File: config.mk
export PLATFORM = sky130hd
export DESIGN_NAME = raycast_wall_texture_column
export DESIGN_NICKNAME = d
export VERILOG_FILES = /design/src/sv/rwtc_pkg.sv /design/src/sv/rwtc_div.sv /design/src/sv/rwtc_ctrl.sv /design/src/sv/rwtc_datapath.sv /design/src/sv/raycast_wall_texture_column.sv
export VERILOG_INCLUDE_DIRS = /design/src /design/src/sv
export SDC_FILE = /design/constraint.sdc
export NUM_CORES = 2
export LEC_CHECK = 0
export BUFFER_PORTS_ARGS = -buffer_cell sky130_fd_sc_hd__buf_2
export CELL_PAD_IN_SITES_DETAIL_PLACEMENT = 1
export CELL_PAD_IN_SITES_GLOBAL_PLACEMENT = 1
export CORE_AREA = 2 2 422 424
export CTS_BUF_LIST = sky130_fd_sc_hd__clkbuf_8
export DETAILED_ROUTE_END_ITERATION = 7
export DIE_AREA = 0 0 424 426
export GPL_TIMING_DRIVEN = 0
export PLACE_DENSITY_LB_ADDON = 0.1
export SYNTH_ARGS = -nofsm -noshare
export SYNTH_HDL_FRONTEND = slang
export SYNTH_SLANG_ARGS = --single-unit
File: constraint.sdc
create_clock -name aclk -period 9.8 [get_ports aclk]
set_clock_uncertainty 0.05 [all_clocks]
set_input_delay 1.96 -clock aclk [delete_from_list [all_inputs] [get_ports aclk]]
set_output_delay 1.96 -clock aclk [all_outputs]
set_load 0.1 [all_outputs]
File: src/sv/raycast_wall_texture_column_assert.svh
// ----------------------------------------------------------------------------
// Assertion macros for the wall texture column block
// Short forms for the concurrent checks on aclk, disabled while aresetn is low.
// ----------------------------------------------------------------------------
`ifndef RAYCAST_WALL_TEXTURE_COLUMN_ASSERT_SVH
`define RAYCAST_WALL_TEXTURE_COLUMN_ASSERT_SVH

// The condition holds at every rising edge out of reset.
`define RWTC_ASSERT_ALWAYS(label, cond, msg) \
    label: assert property (@(posedge aclk) disable iff (!aresetn) (cond)) \
        else $error(msg);

// The consequent holds in the same cycle as the antecedent.
`define RWTC_ASSERT_SAME(label, ante, cons, msg) \
    label: assert property (@(posedge aclk) disable iff (!aresetn) (ante) |-> (cons)) \
        else $error(msg);

// The consequent holds in the cycle after the antecedent.
`define RWTC_ASSERT_NEXT(label, ante, cons, msg) \
    label: assert property (@(posedge aclk) disable iff (!aresetn) (ante) |=> (cons)) \
        else $error(msg);

`endif

File: src/sv/rwtc_pkg.sv
// ----------------------------------------------------------------------------
// rwtc_pkg
// Shared constants, result kinds and controller/datapath interface types.
// ----------------------------------------------------------------------------
package rwtc_pkg;

    localparam int FRAC_BITS = 16;
    localparam int ROW_BITS  = 12;
    localparam int TEX_BITS  = 10;
    localparam int DIV_BITS  = 32;

    // Result kinds carried on m_tuser.
    localparam logic [1:0] KIND_SUMMARY = 2'd0;
    localparam logic [1:0] KIND_PIXEL   = 2'd1;
    localparam logic [1:0] KIND_NONE    = 2'd2;

    // Texture selects.
    localparam logic [1:0] TEX_NORTH = 2'd0;
    localparam logic [1:0] TEX_SOUTH = 2'd1;
    localparam logic [1:0] TEX_WEST  = 2'd2;
    localparam logic [1:0] TEX_EAST  = 2'd3;

    // Input command codes.
    localparam logic CMD_START = 1'b0;
    localparam logic CMD_PIXEL = 1'b1;

    // Configuration register indexes.
    localparam logic [1:0] REG_SCREEN_HEIGHT = 2'd0;
    localparam logic [1:0] REG_TEXTURE_WIDTH = 2'd1;
    localparam logic [1:0] REG_TEXTURE_LOG2  = 2'd2;

    // Commands from the controller to the datapath.
    typedef struct packed {
        logic load_start;  // latch the ray data of an accepted start item
        logic pixel;       // produce one pixel result
        logic hit_mul;     // wall hit fraction
        logic texx_mul;    // texture column from the fraction
        logic mirror_lh;   // mirror texture column, launch line height divide
        logic range_go;    // draw range and offset, launch step divide
        logic commit;      // texture position, column state, summary result
    } cmd_t;

    // Status from the datapath to the controller.
    typedef struct packed {
        logic div_done;
        logic out_free;
    } stat_t;

    // Effective (clamped) configuration.
    typedef struct packed {
        logic [12:0] height;
        logic [10:0] width;
        logic [3:0]  log2h;
    } cfg_t;

endpackage

File: src/sv/rwtc_div.sv
// ----------------------------------------------------------------------------
// rwtc_div
// Restoring unsigned divider, one quotient bit per cycle.
// ----------------------------------------------------------------------------
module rwtc_div (
    input  logic        aclk,
    input  logic        aresetn,
    input  logic        start,
    input  logic [31:0] dividend,
    input  logic [31:0] divisor,
    output logic        done,
    output logic [31:0] quotient
);

    logic [31:0] rem_reg;
    logic [31:0] quo_reg;
    logic [31:0] den_reg;
    logic [5:0]  cnt_reg;
    logic        done_reg;

    logic [32:0] shifted;
    logic [33:0] diff;

    // A zero divisor makes every trial subtraction succeed, so the quotient
    // comes out as all ones, which is the saturated value.
    assign shifted = {rem_reg, quo_reg[31]};
    assign diff    = {1'b0, shifted} - {2'b00, den_reg};

    always_ff @(posedge aclk) begin
        if (!aresetn) begin
            cnt_reg  <= '0;
            done_reg <= 1'b0;
        end else begin
            done_reg <= (cnt_reg == 6'd1);
            if (start) begin
                cnt_reg <= 6'(rwtc_pkg::DIV_BITS);
            end else if (cnt_reg != 6'd0) begin
                cnt_reg <= cnt_reg - 6'd1;
            end
        end
    end

    always_ff @(posedge aclk) begin
        if (start) begin
            rem_reg <= '0;
            quo_reg <= dividend;
            den_reg <= divisor;
        end else if (cnt_reg != 6'd0) begin
            if (!diff[33]) begin
                rem_reg <= diff[31:0];
                quo_reg <= {quo_reg[30:0], 1'b1};
            end else begin
                rem_reg <= shifted[31:0];
                quo_reg <= {quo_reg[30:0], 1'b0};
            end
        end
    end

    assign done     = done_reg;
    assign quotient = quo_reg;

endmodule

File: src/sv/rwtc_ctrl.sv
// ----------------------------------------------------------------------------
// rwtc_ctrl
// Sequencer for start items; pixel items are served straight from idle.
// ----------------------------------------------------------------------------
module rwtc_ctrl (
    input  logic              aclk,
    input  logic              aresetn,
    input  logic              s_tvalid,
    input  logic              in_cmd,
    input  rwtc_pkg::stat_t   stat,
    output logic              s_tready,
    output rwtc_pkg::cmd_t    cmd
);

    typedef enum logic [2:0] {
        ST_IDLE,
        ST_HIT,
        ST_TEXX,
        ST_MIRROR,
        ST_LH_WAIT,
        ST_RANGE,
        ST_STEP_WAIT,
        ST_COMMIT
    } state_t;

    state_t state_reg;
    state_t state_next;
    logic   accept;

    assign s_tready = (state_reg == ST_IDLE) && stat.out_free;
    assign accept   = s_tvalid && s_tready;

    always_comb begin
        cmd            = '0;
        state_next     = state_reg;
        cmd.load_start = accept && (in_cmd == rwtc_pkg::CMD_START);
        cmd.pixel      = accept && (in_cmd == rwtc_pkg::CMD_PIXEL);
        case (state_reg)
            ST_IDLE: begin
                if (cmd.load_start) begin
                    state_next = ST_HIT;
                end
            end
            ST_HIT: begin
                cmd.hit_mul = 1'b1;
                state_next  = ST_TEXX;
            end
            ST_TEXX: begin
                cmd.texx_mul = 1'b1;
                state_next   = ST_MIRROR;
            end
            ST_MIRROR: begin
                cmd.mirror_lh = 1'b1;
                state_next    = ST_LH_WAIT;
            end
            ST_LH_WAIT: begin
                if (stat.div_done) begin
                    state_next = ST_RANGE;
                end
            end
            ST_RANGE: begin
                cmd.range_go = 1'b1;
                state_next   = ST_STEP_WAIT;
            end
            ST_STEP_WAIT: begin
                if (stat.div_done) begin
                    state_next = ST_COMMIT;
                end
            end
            ST_COMMIT: begin
                cmd.commit = 1'b1;
                state_next = ST_IDLE;
            end
            default: begin
                state_next = ST_IDLE;
            end
        endcase
    end

    always_ff @(posedge aclk) begin
        if (!aresetn) begin
            state_reg <= ST_IDLE;
        end else begin
            state_reg <= state_next;
        end
    end

endmodule

File: src/sv/rwtc_datapath.sv
// ----------------------------------------------------------------------------
// rwtc_datapath
// Column arithmetic, stripe state, pixel stepping and the result register.
// ----------------------------------------------------------------------------
module rwtc_datapath (
    input  logic                 aclk,
    input  logic                 aresetn,
    input  rwtc_pkg::cmd_t       cmd,
    output rwtc_pkg::stat_t      stat,
    input  rwtc_pkg::cfg_t       cfg,
    input  logic [11:0]          in_column,
    input  logic [31:0]          in_perp,
    input  logic                 in_side,
    input  logic signed [19:0]   in_dir_x,
    input  logic signed [19:0]   in_dir_y,
    input  logic [23:0]          in_player_x,
    input  logic [23:0]          in_player_y,
    input  logic                 m_tready,
    output logic                 m_valid,
    output logic [1:0]           m_kind,
    output logic [11:0]          m_column,
    output logic [11:0]          m_row,
    output logic [1:0]           m_select,
    output logic [9:0]           m_texel_x,
    output logic [9:0]           m_texel_y,
    output logic [19:0]          m_address,
    output logic [11:0]          m_first,
    output logic [11:0]          m_last_row,
    output logic                 m_last
);

    // Ray data latched at a start item.
    logic [11:0]        col_reg;
    logic [31:0]        perp_reg;
    logic signed [19:0] dir_reg;
    logic [23:0]        pos_reg;
    logic [1:0]         sel_reg;
    logic               mirror_reg;

    // Column intermediates.
    logic [31:0] frac_reg;
    logic [10:0] tx_raw_reg;
    logic [9:0]  tx_reg;
    logic [11:0] first_reg;
    logic [11:0] last_reg;
    logic [30:0] offset_reg;

    // Stripe state.
    logic        active_reg;
    logic [11:0] cur_col_reg;
    logic [11:0] cur_row_reg;
    logic [11:0] end_row_reg;
    logic [31:0] tpos_reg;
    logic [31:0] step_reg;
    logic [9:0]  cur_tx_reg;
    logic [1:0]  cur_sel_reg;

    // Result register.
    logic        m_valid_reg;
    logic [1:0]  m_kind_reg;
    logic [11:0] m_column_reg;
    logic [11:0] m_row_reg;
    logic [1:0]  m_select_reg;
    logic [9:0]  m_texel_x_reg;
    logic [9:0]  m_texel_y_reg;
    logic [19:0] m_address_reg;
    logic [11:0] m_first_reg;
    logic [11:0] m_last_row_reg;
    logic        m_last_reg;

    logic               dx_neg;
    logic               dy_neg;
    logic               dx_pos;
    logic [1:0]         sel_next;
    logic               mirror_next;
    logic signed [52:0] hit_prod;
    logic [31:0]        hit_base;
    logic [42:0]        texx_prod;
    logic [10:0]        tx_mirror;
    logic               div_start;
    logic [31:0]        div_dividend;
    logic [31:0]        div_divisor;
    logic               div_done;
    logic [31:0]        quo;
    logic [30:0]        half_l;
    logic [11:0]        half_h;
    logic [31:0]        last_sum;
    logic [11:0]        first_next;
    logic [11:0]        last_next;
    logic [30:0]        offset_next;
    logic [62:0]        pos_prod;
    logic [10:0]        ty_mask;
    logic [9:0]         ty;
    logic [19:0]        addr;
    logic [11:0]        row_next;
    logic               out_free;

    // Texture choice and mirroring from the hit side and the ray direction.
    assign dx_neg = in_dir_x[19];
    assign dy_neg = in_dir_y[19];
    assign dx_pos = !dx_neg && (in_dir_x != 20'sd0);
    assign sel_next = in_side ? (dy_neg ? rwtc_pkg::TEX_WEST : rwtc_pkg::TEX_EAST)
                              : (dx_neg ? rwtc_pkg::TEX_NORTH : rwtc_pkg::TEX_SOUTH);
    assign mirror_next = in_side ? dy_neg : dx_pos;

    // Wall hit fraction: the low 2F bits of pos + perp * dir.
    assign hit_prod = $signed({1'b0, perp_reg}) * dir_reg;
    assign hit_base = 32'({8'd0, pos_reg}) << rwtc_pkg::FRAC_BITS;
    assign texx_prod = frac_reg * 43'(cfg.width);
    assign tx_mirror = cfg.width - tx_raw_reg - 11'd1;

    // One divider serves the line height and the texture step.
    assign div_start    = cmd.mirror_lh || cmd.range_go;
    assign div_dividend = cmd.range_go
        ? (32'd1 << (5'(cfg.log2h) + 5'(rwtc_pkg::FRAC_BITS)))
        : (32'(cfg.height) << rwtc_pkg::FRAC_BITS);
    assign div_divisor  = cmd.range_go ? quo : perp_reg;

    rwtc_div u_div (
        .aclk     (aclk),
        .aresetn  (aresetn),
        .start    (div_start),
        .dividend (div_dividend),
        .divisor  (div_divisor),
        .done     (div_done),
        .quotient (quo)
    );

    // Draw range from the line height held in the divider.
    assign half_l   = quo[31:1];
    assign half_h   = cfg.height[12:1];
    assign last_sum = {1'b0, half_l} + 32'(half_h);
    assign first_next  = ({19'd0, half_h} < half_l) ? 12'd0 : (half_h - half_l[11:0]);
    assign offset_next = ({19'd0, half_h} < half_l) ? (half_l - 31'(half_h)) : 31'd0;
    assign last_next   = (last_sum >= 32'(cfg.height)) ? 12'(cfg.height - 13'd1)
                                                       : last_sum[11:0];

    assign pos_prod = offset_reg * quo;

    // Pixel stepping.
    assign ty_mask  = (11'd1 << cfg.log2h) - 11'd1;
    assign ty       = tpos_reg[rwtc_pkg::FRAC_BITS +: 10] & ty_mask[9:0];
    assign addr     = (20'(ty) << cfg.log2h) + 20'(cur_tx_reg);
    assign row_next = cur_row_reg + 12'd1;

    assign out_free = !m_valid_reg || m_tready;

    always_ff @(posedge aclk) begin
        if (cmd.load_start) begin
            col_reg    <= in_column;
            perp_reg   <= in_perp;
            dir_reg    <= in_side ? in_dir_x : in_dir_y;
            pos_reg    <= in_side ? in_player_x : in_player_y;
            sel_reg    <= sel_next;
            mirror_reg <= mirror_next;
        end
        if (cmd.hit_mul) begin
            frac_reg <= hit_base + hit_prod[31:0];
        end
        if (cmd.texx_mul) begin
            tx_raw_reg <= texx_prod[42:32];
        end
        if (cmd.mirror_lh) begin
            tx_reg <= mirror_reg ? tx_mirror[9:0] : tx_raw_reg[9:0];
        end
        if (cmd.range_go) begin
            first_reg  <= first_next;
            last_reg   <= last_next;
            offset_reg <= offset_next;
        end
    end

    // Stripe state.
    always_ff @(posedge aclk) begin
        if (!aresetn) begin
            active_reg  <= 1'b0;
            cur_col_reg <= '0;
            cur_row_reg <= '0;
            end_row_reg <= '0;
            tpos_reg    <= '0;
            step_reg    <= '0;
            cur_tx_reg  <= '0;
            cur_sel_reg <= '0;
        end else if (cmd.commit) begin
            active_reg  <= first_reg < last_reg;
            cur_col_reg <= col_reg;
            cur_row_reg <= first_reg;
            end_row_reg <= last_reg;
            tpos_reg    <= pos_prod[31:0];
            step_reg    <= quo;
            cur_tx_reg  <= tx_reg;
            cur_sel_reg <= sel_reg;
        end else if (cmd.pixel && active_reg) begin
            tpos_reg    <= tpos_reg + step_reg;
            cur_row_reg <= row_next;
            if (row_next == end_row_reg) begin
                active_reg <= 1'b0;
            end
        end
    end

    // Result register.
    always_ff @(posedge aclk) begin
        if (!aresetn) begin
            m_valid_reg <= 1'b0;
        end else if (cmd.commit || cmd.pixel) begin
            m_valid_reg <= 1'b1;
        end else if (m_tready) begin
            m_valid_reg <= 1'b0;
        end
    end

    always_ff @(posedge aclk) begin
        if (cmd.commit) begin
            m_kind_reg     <= rwtc_pkg::KIND_SUMMARY;
            m_column_reg   <= col_reg;
            m_row_reg      <= '0;
            m_select_reg   <= sel_reg;
            m_texel_x_reg  <= tx_reg;
            m_texel_y_reg  <= '0;
            m_address_reg  <= '0;
            m_first_reg    <= first_reg;
            m_last_row_reg <= last_reg;
            m_last_reg     <= !(first_reg < last_reg);
        end else if (cmd.pixel) begin
            m_first_reg    <= '0;
            m_last_row_reg <= '0;
            if (active_reg) begin
                m_kind_reg    <= rwtc_pkg::KIND_PIXEL;
                m_column_reg  <= cur_col_reg;
                m_row_reg     <= cur_row_reg;
                m_select_reg  <= cur_sel_reg;
                m_texel_x_reg <= cur_tx_reg;
                m_texel_y_reg <= ty;
                m_address_reg <= addr;
                m_last_reg    <= (row_next == end_row_reg);
            end else begin
                m_kind_reg    <= rwtc_pkg::KIND_NONE;
                m_column_reg  <= '0;
                m_row_reg     <= '0;
                m_select_reg  <= '0;
                m_texel_x_reg <= '0;
                m_texel_y_reg <= '0;
                m_address_reg <= '0;
                m_last_reg    <= 1'b0;
            end
        end
    end

    assign stat.div_done = div_done;
    assign stat.out_free = out_free;

    assign m_valid    = m_valid_reg;
    assign m_kind     = m_kind_reg;
    assign m_column   = m_column_reg;
    assign m_row      = m_row_reg;
    assign m_select   = m_select_reg;
    assign m_texel_x  = m_texel_x_reg;
    assign m_texel_y  = m_texel_y_reg;
    assign m_address  = m_address_reg;
    assign m_first    = m_first_reg;
    assign m_last_row = m_last_row_reg;
    assign m_last     = m_last_reg;

endmodule

File: src/sv/raycast_wall_texture_column.sv
// ----------------------------------------------------------------------------
// raycast_wall_texture_column
// Textured wall stripe setup and per-pixel texture stepping for a raycaster.
// ----------------------------------------------------------------------------
// A start item (s_tuser = 0) carries one screen column's ray hit; the block
// answers with one column summary giving the texture, the mirrored texture
// column and the clamped draw range, then goes busy. From acceptance to its
// summary a start item runs two divisions (line height, then texture step),
// one quotient bit per cycle on a single shared divider, with the multiplies
// and range arithmetic around them. No item is accepted during that time.
// Pixel items (s_tuser = 1) are served from idle, so a stripe streams one
// pixel per clock while the result side keeps taking them. A pixel item with
// no stripe pending returns a "no pixel pending" result. The user must write
// configuration through the APB-style port only while the block is idle; the
// block does not enforce this. Out-of-range values are clamped when used.
// ----------------------------------------------------------------------------
module raycast_wall_texture_column (
    input  logic         aclk,
    input  logic         aresetn,

    // Configuration port.
    input  logic         psel,
    input  logic         penable,
    input  logic         pwrite,
    input  logic [3:0]   paddr,
    input  logic [31:0]  pwdata,
    output logic [31:0]  prdata,
    output logic         pready,

    // Input items.
    input  logic         s_tvalid,
    output logic         s_tready,
    // column[11:0], perp_distance[43:12], wall_side[44], dir_x[64:45],
    // dir_y[84:65], player_x[108:85], player_y[132:109], zero pad[135:133]
    input  logic [135:0] s_tdata,
    // cmd
    input  logic         s_tuser,

    // Result items.
    output logic         m_tvalid,
    input  logic         m_tready,
    // out_column[11:0], screen_row[23:12], texture_select[25:24],
    // texel_x[35:26], texel_y[45:36], texel_address[65:46],
    // draw_first[77:66], draw_last[89:78], zero pad[95:90]
    output logic [95:0]  m_tdata,
    // kind
    output logic [1:0]   m_tuser,
    // last
    output logic         m_tlast
);

    // Raw configuration registers, read back as stored (masked, not clamped).
    logic [12:0] screen_height_reg;
    logic [10:0] texture_width_reg;
    logic [3:0]  texture_log2_reg;

    rwtc_pkg::cfg_t  cfg;
    rwtc_pkg::cmd_t  cmd;
    rwtc_pkg::stat_t stat;

    logic        cfg_write;
    logic [1:0]  cfg_index;

    logic [11:0] r_column;
    logic [11:0] r_row;
    logic [1:0]  r_select;
    logic [9:0]  r_texel_x;
    logic [9:0]  r_texel_y;
    logic [19:0] r_address;
    logic [11:0] r_first;
    logic [11:0] r_last_row;

    // The register index comes from the word address; writes past the last
    // register are ignored.
    assign pready    = 1'b1;
    assign cfg_write = psel && penable && pwrite && pready;
    assign cfg_index = paddr[3:2];

    always_ff @(posedge aclk) begin
        if (!aresetn) begin
            screen_height_reg <= 13'd480;
            texture_width_reg <= 11'd64;
            texture_log2_reg  <= 4'd6;
        end else if (cfg_write) begin
            case (cfg_index)
                rwtc_pkg::REG_SCREEN_HEIGHT: screen_height_reg <= pwdata[12:0];
                rwtc_pkg::REG_TEXTURE_WIDTH: texture_width_reg <= pwdata[10:0];
                rwtc_pkg::REG_TEXTURE_LOG2:  texture_log2_reg  <= pwdata[3:0];
                default: begin
                end
            endcase
        end
    end

    always_comb begin
        case (cfg_index)
            rwtc_pkg::REG_SCREEN_HEIGHT: prdata = 32'(screen_height_reg);
            rwtc_pkg::REG_TEXTURE_WIDTH: prdata = 32'(texture_width_reg);
            rwtc_pkg::REG_TEXTURE_LOG2:  prdata = 32'(texture_log2_reg);
            default:                     prdata = '0;
        endcase
    end

    // Clamp the configuration to the ranges the datapath supports: at least
    // two rows and at most 2^ROW_BITS, a texture width from one texel to
    // 2^TEX_BITS, and a texture height of at most 2^TEX_BITS.
    always_comb begin
        cfg.height = screen_height_reg;
        if (screen_height_reg < 13'd2) begin
            cfg.height = 13'd2;
        end else if (screen_height_reg > 13'(1 << rwtc_pkg::ROW_BITS)) begin
            cfg.height = 13'(1 << rwtc_pkg::ROW_BITS);
        end
        cfg.width = texture_width_reg;
        if (texture_width_reg < 11'd1) begin
            cfg.width = 11'd1;
        end else if (texture_width_reg > 11'(1 << rwtc_pkg::TEX_BITS)) begin
            cfg.width = 11'(1 << rwtc_pkg::TEX_BITS);
        end
        cfg.log2h = (texture_log2_reg > 4'(rwtc_pkg::TEX_BITS))
                    ? 4'(rwtc_pkg::TEX_BITS) : texture_log2_reg;
    end

    // The controller sequences start items and gates acceptance on the
    // result register being free.
    rwtc_ctrl u_ctrl (
        .aclk     (aclk),
        .aresetn  (aresetn),
        .s_tvalid (s_tvalid),
        .in_cmd   (s_tuser),
        .stat     (stat),
        .s_tready (s_tready),
        .cmd      (cmd)
    );

    rwtc_datapath u_datapath (
        .aclk        (aclk),
        .aresetn     (aresetn),
        .cmd         (cmd),
        .stat        (stat),
        .cfg         (cfg),
        .in_column   (s_tdata[11:0]),
        .in_perp     (s_tdata[43:12]),
        .in_side     (s_tdata[44]),
        .in_dir_x    ($signed(s_tdata[64:45])),
        .in_dir_y    ($signed(s_tdata[84:65])),
        .in_player_x (s_tdata[108:85]),
        .in_player_y (s_tdata[132:109]),
        .m_tready    (m_tready),
        .m_valid     (m_tvalid),
        .m_kind      (m_tuser),
        .m_column    (r_column),
        .m_row       (r_row),
        .m_select    (r_select),
        .m_texel_x   (r_texel_x),
        .m_texel_y   (r_texel_y),
        .m_address   (r_address),
        .m_first     (r_first),
        .m_last_row  (r_last_row),
        .m_last      (m_tlast)
    );

    assign m_tdata = {6'd0, r_last_row, r_first, r_address, r_texel_y, r_texel_x,
                      r_select, r_row, r_column};

    // ------------------------------------------------------------------------
    // Assertions
    // ------------------------------------------------------------------------
`include "raycast_wall_texture_column_assert.svh"

    // Input is only taken when the result register can hold the answer.
    `RWTC_ASSERT_SAME(a_ready_needs_room, s_tready, (!m_tvalid || m_tready), "ready while result register full")

    // A start item puts the block into its busy sequence.
    `RWTC_ASSERT_NEXT(a_start_goes_busy, (s_tvalid && s_tready && (s_tuser == rwtc_pkg::CMD_START)), !s_tready, "ready right after a start item")

    // A summary's draw range is ordered, and last marks exactly an empty one.
    `RWTC_ASSERT_SAME(a_summary_range, (m_tvalid && (m_tuser == rwtc_pkg::KIND_SUMMARY)), ((m_tdata[77:66] <= m_tdata[89:78]) && (m_tlast == (m_tdata[77:66] == m_tdata[89:78]))), "summary draw range inconsistent")

endmodule

* After elaboration in Yosys (flattened, before gate mapping)
Index checks and enable logic that the tools add are counted.
Operators by class: add/sub/neg operators 14, multiply operators 3, divide/modulo/power cells 0, magnitude comparators 8, eq/ne operators 14, shift operators 3, multiplexer cells 59, bitwise operators 3, reduce and logical (&&, ||, !) cells 29
Operators with widths (number):
- $mux W32 | 7
- $mux W12 | 10
- $add A32 B32 Y32 | 2
- $mux W10 | 5
- $mul A32 B11 Y42 | 1
- $mux W20 | 2
- $pmux W13 S3 | 1
- $sub A33 B32 Y34 | 1
- $mul A33 B20 Y32 | 1
- $add A31 B12 Y32 | 1
- $ge A32 B13 Y1 | 1
- $mul A31 B32 Y32 | 1
- $shl A1 B5 Y32 const A | 1
- $lt A12 B31 Y1 | 1
- $sub A31 B12 Y31 | 1
- $mux W13 | 2
- $pmux W3 S8 | 1
- $mux W11 | 2
- $add A20 B10 Y20 | 1
- $reduce_bool A20 Y1 | 1
- $shl A10 B4 Y20 | 1
- $sub A10 B1 Y10 const B | 2
- $mux W1 | 17
- $mux W16 | 1
- 38 further kinds | 69
Storage, ports and cells: flip-flop bits (word level) 531, latch bits 0, RAM bits 0, ROM bits 0, input port bits 180, output and inout port bits 134, memories 0

* Depth between registers and ports, before layout
word-level depth 8, gate-level depth with buffers 28, mapped depth without buffers 25

* Hierarchy
A second synthesis with hierarchy kept.
Unflattened totals: cell total of the unflattened synthesis 6564, area total of the unflattened synthesis 62244.7 µm²
By module, submodules not included:
- rwtc_datapath | times used 1, cells each 5753, area each 54352.1 µm², sequential area each 9949.5 µm²
- rwtc_div | times used 1, cells each 573, area each 5856.9 µm², sequential area each 2702.6 µm²
- raycast_wall_texture_column | times used 1, cells each 215, area each 1810.5 µm², sequential area each 560.5 µm²
- rwtc_ctrl | times used 1, cells each 23, area each 225.2 µm², sequential area each 60.1 µm²

* Least setup slack after synthesis
Ideal clock, no wire load.
kind in2reg, start point input port m_tready, end point register u_datapath.col_reg[0] (enable), arrival time 8.762 ns, data required time 9.224 ns, setup slack 0.462 ns, cell stages on the path 4, path buffers 0, cell sequence nor2b_1 -> nor4_1 -> nand2_1 -> nor2_1
RTL lines:
- start: declaration | line raycast_wall_texture_column.sv:41 | input logic m_tready,
- end signal: assignment | line rwtc_datapath.sv:150 | col_reg <= in_column;
- end: declaration | line rwtc_datapath.sv:33 | logic [11:0] col_reg;

* Worst setup path in the final report
start point register u_datapath.dir_reg[3], end point register u_datapath.frac_reg[31] (data pin)
Between the ends: cells in the longest elaborated chain, start to end 2
RTL lines:
- start: declaration | line rwtc_datapath.sv:35 | logic signed [19:0] dir_reg;
- start signal: assignment | line rwtc_datapath.sv:152 | dir_reg <= in_side ? in_dir_x : in_dir_y;
- $mul A33 B20 Y32 | line rwtc_datapath.sv:107 | assign hit_prod = $signed({1'b0, perp_reg}) * dir_reg;
- $add A32 B32 Y32 | line rwtc_datapath.sv:158 | frac_reg <= hit_base + hit_prod[31:0];
- end signal: assignment | line rwtc_datapath.sv:158
- end: declaration | line rwtc_datapath.sv:41 | logic [31:0] frac_reg;
No other way between the ends. A chain may end at the register's enable or synchronous reset.

==> insert_results.sql <==
INSERT INTO impl_metrics (metric_group, metric, value, unit) VALUES
('logic_synthesis', 'synth_most_common_cell', 'sky130_fd_sc_hd__nand2_1', ''),
('logic_synthesis', 'post_synth_inst_count', '6688', ''),
('clock_tree', 'worst_skew_pair.late_latency', '870', 'ps'),
('routing', 'detail_route.wl_per_cell', '23.84', 'um'),
('routing', 'detailroute.via_count', '47960', ''),
('sta', 'timing_max_transition_violations_final', '0', ''),
('final_layout', 'multi_input_comb_area', '0.04243', 'mm2'),
('critical_path', 'reg2reg_slack', '620', 'ps'),
('place', 'dp.cells', '9307', ''),
('final_layout', 'layout.cells.non_filler', '9508', ''),
('logic_synthesis', 'ys_seq_elements', '514', ''),
('final_layout', 'ratio_of_cells_with_drive_above_1_in_the_final_layout', '0.07754', ''),
('critical_path', 'slowest_stage', 'sky130_fd_sc_hd__clkbuf_1', ''),
('routing', 'detailedRoute.firstPassIterationCount', '7', ''),
('grt', 'grtUsageTotal', '0.2538', ''),
('clock_tree', 'cts_tree', 'yes', ''),
('logic_synthesis', 'synth_xor_xnor_area_share', '0.03973', ''),
('floorplanning', 'die_h', '426', 'um'),
('min_path', 'hold_path_class', 'flip-flop to flip-flop', ''),
('logic_synthesis', 'synth-edff-count', '298', ''),
('critical_path', 'worst_path_dominant_cell_family', 'adder cells', ''),
('run_status', 'run_status', 'finished clean', ''),
('sta', 'unrepaired_setup_endpoints_after_global_routing', 'no', ''),
('clock_tree', 'hold_buffers', '0', ''),
('place', 'place_ws', '771.3', 'ps'),
('critical_path', 'most_numerous_cell_on_the_critical_path', 'sky130_fd_sc_hd__fa_1', ''),
('sta', 'final.setup.worst_slack', '616.7', 'ps'),
('logic_synthesis', 'largest_family_of_logic_cells_by_synthesized_area', 'adder cells', ''),
('logic_synthesis', 'synth_flop_cell', 'sky130_fd_sc_hd__edfxtp_1', ''),
('clock_tree', 'cts_made_buffers', '102', ''),
('grt', 'first_global_vias', '52180', ''),
('logic_synthesis', 'ys_top_cells_by_count', 'sky130_fd_sc_hd__nand2_1 (1159), sky130_fd_sc_hd__inv_1 (1085), sky130_fd_sc_hd__fa_1 (897)', ''),
('logic_synthesis', 'ys_seq_area_frac', '0.2166', ''),
('critical_path', 'critical_path_required', '10280', 'ps'),
('clock_tree', 'clkSinkCount', '514', ''),
('sta', 'setup_total_negative_slack', '0', 'ps'),
('clock_tree', 'clkSlewWorstSetupHoldPaths', '60', 'ps'),
('floorplanning', 'placeableCoreArea', '0.1757', 'mm2'),
('routing', 'route.detailed.vias_per_inst', '5.044', ''),
('grt', 'largest_net_degree_at_the_start_of_global_routing', '60', ''),
('sta', 'tightest_slew', '1302', 'ps'),
('logic_synthesis', 'synth-async-reset-ratio', '0', ''),
('final_layout', 'fill_cells', '20670', ''),
('logic_synthesis', 'synth_warnings', '0', ''),
('routing', 'post-route-drc-count', '0', ''),
('sta', 'post-route-period-util', '0.9371', ''),
('place', 'placement.io_buffers', '245', ''),
('logic_synthesis', 'avgSynthCellArea', '9.164', 'um2'),
('clock_tree', 'clk_root_buffer_cell', 'sky130_fd_sc_hd__clkbuf_8', ''),
('place', 'detailed_place_hpwl', '184400', 'um'),
('grt', 'grt_overflow', '0', ''),
('logic_synthesis', 'post-synth-top-area-fraction', '0.2930', ''),
('logic_synthesis', 'post_synth_mux_area_share', '0.02090', ''),
('critical_path', 'cp-end-kind', 'flip-flop', ''),
('place', 'global_placement_routability_congestion', '0.8653', ''),
('routing', 'antenna_violating_nets_post_route', '0', ''),
('grt', 'grt_antenna_before_repair', '10', ''),
('final_layout', 'regArea', '0.01327', 'mm2'),
('logic_synthesis', 'post_synth_and_or_nand_nor_area_fraction', '0.1657', ''),
('floorplanning', 'die_width', '424', 'um'),
('logic_synthesis', 'post_synth_fa_ha_maj_area_fraction', '0.3824', ''),
('routing', 'total_detailed_routing_wirelength', '226600', 'um'),
('clock_tree', 'ctsResizeCount', '0', ''),
('final_layout', 'final_nets', '8587', ''),
('grt', 'wire_length_of_the_first_global_routing_pass', '341200', 'um'),
('critical_path', 'setup.worst_path.start_class', 'flip-flop', ''),
('critical_path', 'path_max_fanout', '10', ''),
('critical_path', 'crit_arrival', '9660', 'ps'),
('critical_path', 'path_buf_inv', '8', ''),
('final_layout', 'utilization', '0.3867', ''),
('floorplanning', 'row_count', '154', '');
kinds of logic after synthesis:
kind of cell	after synthesis
adder cells (fa/ha/maj)	1335
XOR/XNOR	278
AO/OA/AOI/OAI	793
multiplexers	119
flip-flops	514
AND/OR/NAND/NOR	2174
buffers and inverters	1473
other	2
final cells by class:
type / count / share of cell area
multi-input cells: 4726 / 0.6243
flip-flops and latches: 514 / 0.1953
inverters: 1092 / 0.06033
well taps: 2340 / 0.04308
plain buffers: 381 / 0.02370
clock buffers: 110 / 0.02228
repair buffers: 255 / 0.02058
clock inverters: 80 / 0.01003
diodes: 10 / 0.0003682
per-layer routing:
layer / track usage / share of wire / vias to the layer above
li1: - / - / 21810
met1: 0.3462 / 0.46 / 24910
met2: 0.4276 / 0.47 / 1009
met3: 0.02709 / 0.040 / 226
met4: 0.06762 / 0.028 / 2
met5: 0 / 0.000057 / -
per-stage QoR:
step / hold slack [ps] / instance area, um2
after global routing: 426.9 / 67940
after detailed placement: 383.9 / 65710
after global placement: 382.3 / 65540
after CTS: 393.4 / 67910
after floorplan: 386.6 / 61380
final: 393.9 / 67960
worst register-to-register path: stages (launching register included):
cell	delay, ps
sky130_fd_sc_hd__edfxtp_1	390
sky130_fd_sc_hd__clkbuf_1	850
sky130_fd_sc_hd__clkbuf_1	720
sky130_fd_sc_hd__nand2_1	170
sky130_fd_sc_hd__fa_1	550
sky130_fd_sc_hd__inv_1	70
sky130_fd_sc_hd__fa_1	520
sky130_fd_sc_hd__fa_1	460
sky130_fd_sc_hd__fa_1	530
sky130_fd_sc_hd__inv_1	60
sky130_fd_sc_hd__fa_1	520
sky130_fd_sc_hd__inv_1	50
sky130_fd_sc_hd__fa_1	470
sky130_fd_sc_hd__inv_1	50
sky130_fd_sc_hd__fa_1	480
sky130_fd_sc_hd__inv_1	40
sky130_fd_sc_hd__ha_1	360
sky130_fd_sc_hd__nand3_1	220
sky130_fd_sc_hd__or3_1	350
sky130_fd_sc_hd__o21ai_0	180
sky130_fd_sc_hd__inv_1	220
sky130_fd_sc_hd__a31oi_1	310
sky130_fd_sc_hd__a41o_1	380
sky130_fd_sc_hd__nand2b_1	160
sky130_fd_sc_hd__a31oi_1	100
sky130_fd_sc_hd__xnor2_1	640
cells in the final DEF, fill, tap and decap left out, drive strengths merged, types with 13 or more instances in the layout:
master,count
a211oi,29
a21o,66
a21oi,294
a22o,14
a31oi,19
and2,449
and3,40
buf,319
clkbuf,427
clkinv,40
conb,27
dfxtp,216
edfxtp,298
fa,897
ha,438
inv,1118
mux2,48
mux2i,71
nand2,1159
nand2b,43
nand3,69
nand4,19
nor2,203
nor2b,52
nor3,60
nor4,23
o211ai,13
o21a,15
o21ai,191
o21bai,20
or3,21
xnor2,206
xor2,72
path summary, 6_finish.rpt:
check                           depth (start not counted)                               from                                 to
worst min-delay path                                    2  u_datapath.m_kind[0]$_SDFFE_PP0P_  u_datapath.m_kind[0]$_SDFFE_PP0P_
worst min register to register                          2  u_datapath.m_kind[0]$_SDFFE_PP0P_  u_datapath.m_kind[0]$_SDFFE_PP0P_
worst max-delay path                                   25    u_datapath.dir_reg[3]$_DFFE_PP_  u_datapath.frac_reg[31]$_DFFE_PP_
worst max register to register                         25    u_datapath.dir_reg[3]$_DFFE_PP_  u_datapath.frac_reg[31]$_DFFE_PP_
Power is left out: the tool's default activity adds up to more than one toggle a clock period on the data nets, which glitch-free logic cannot reach.
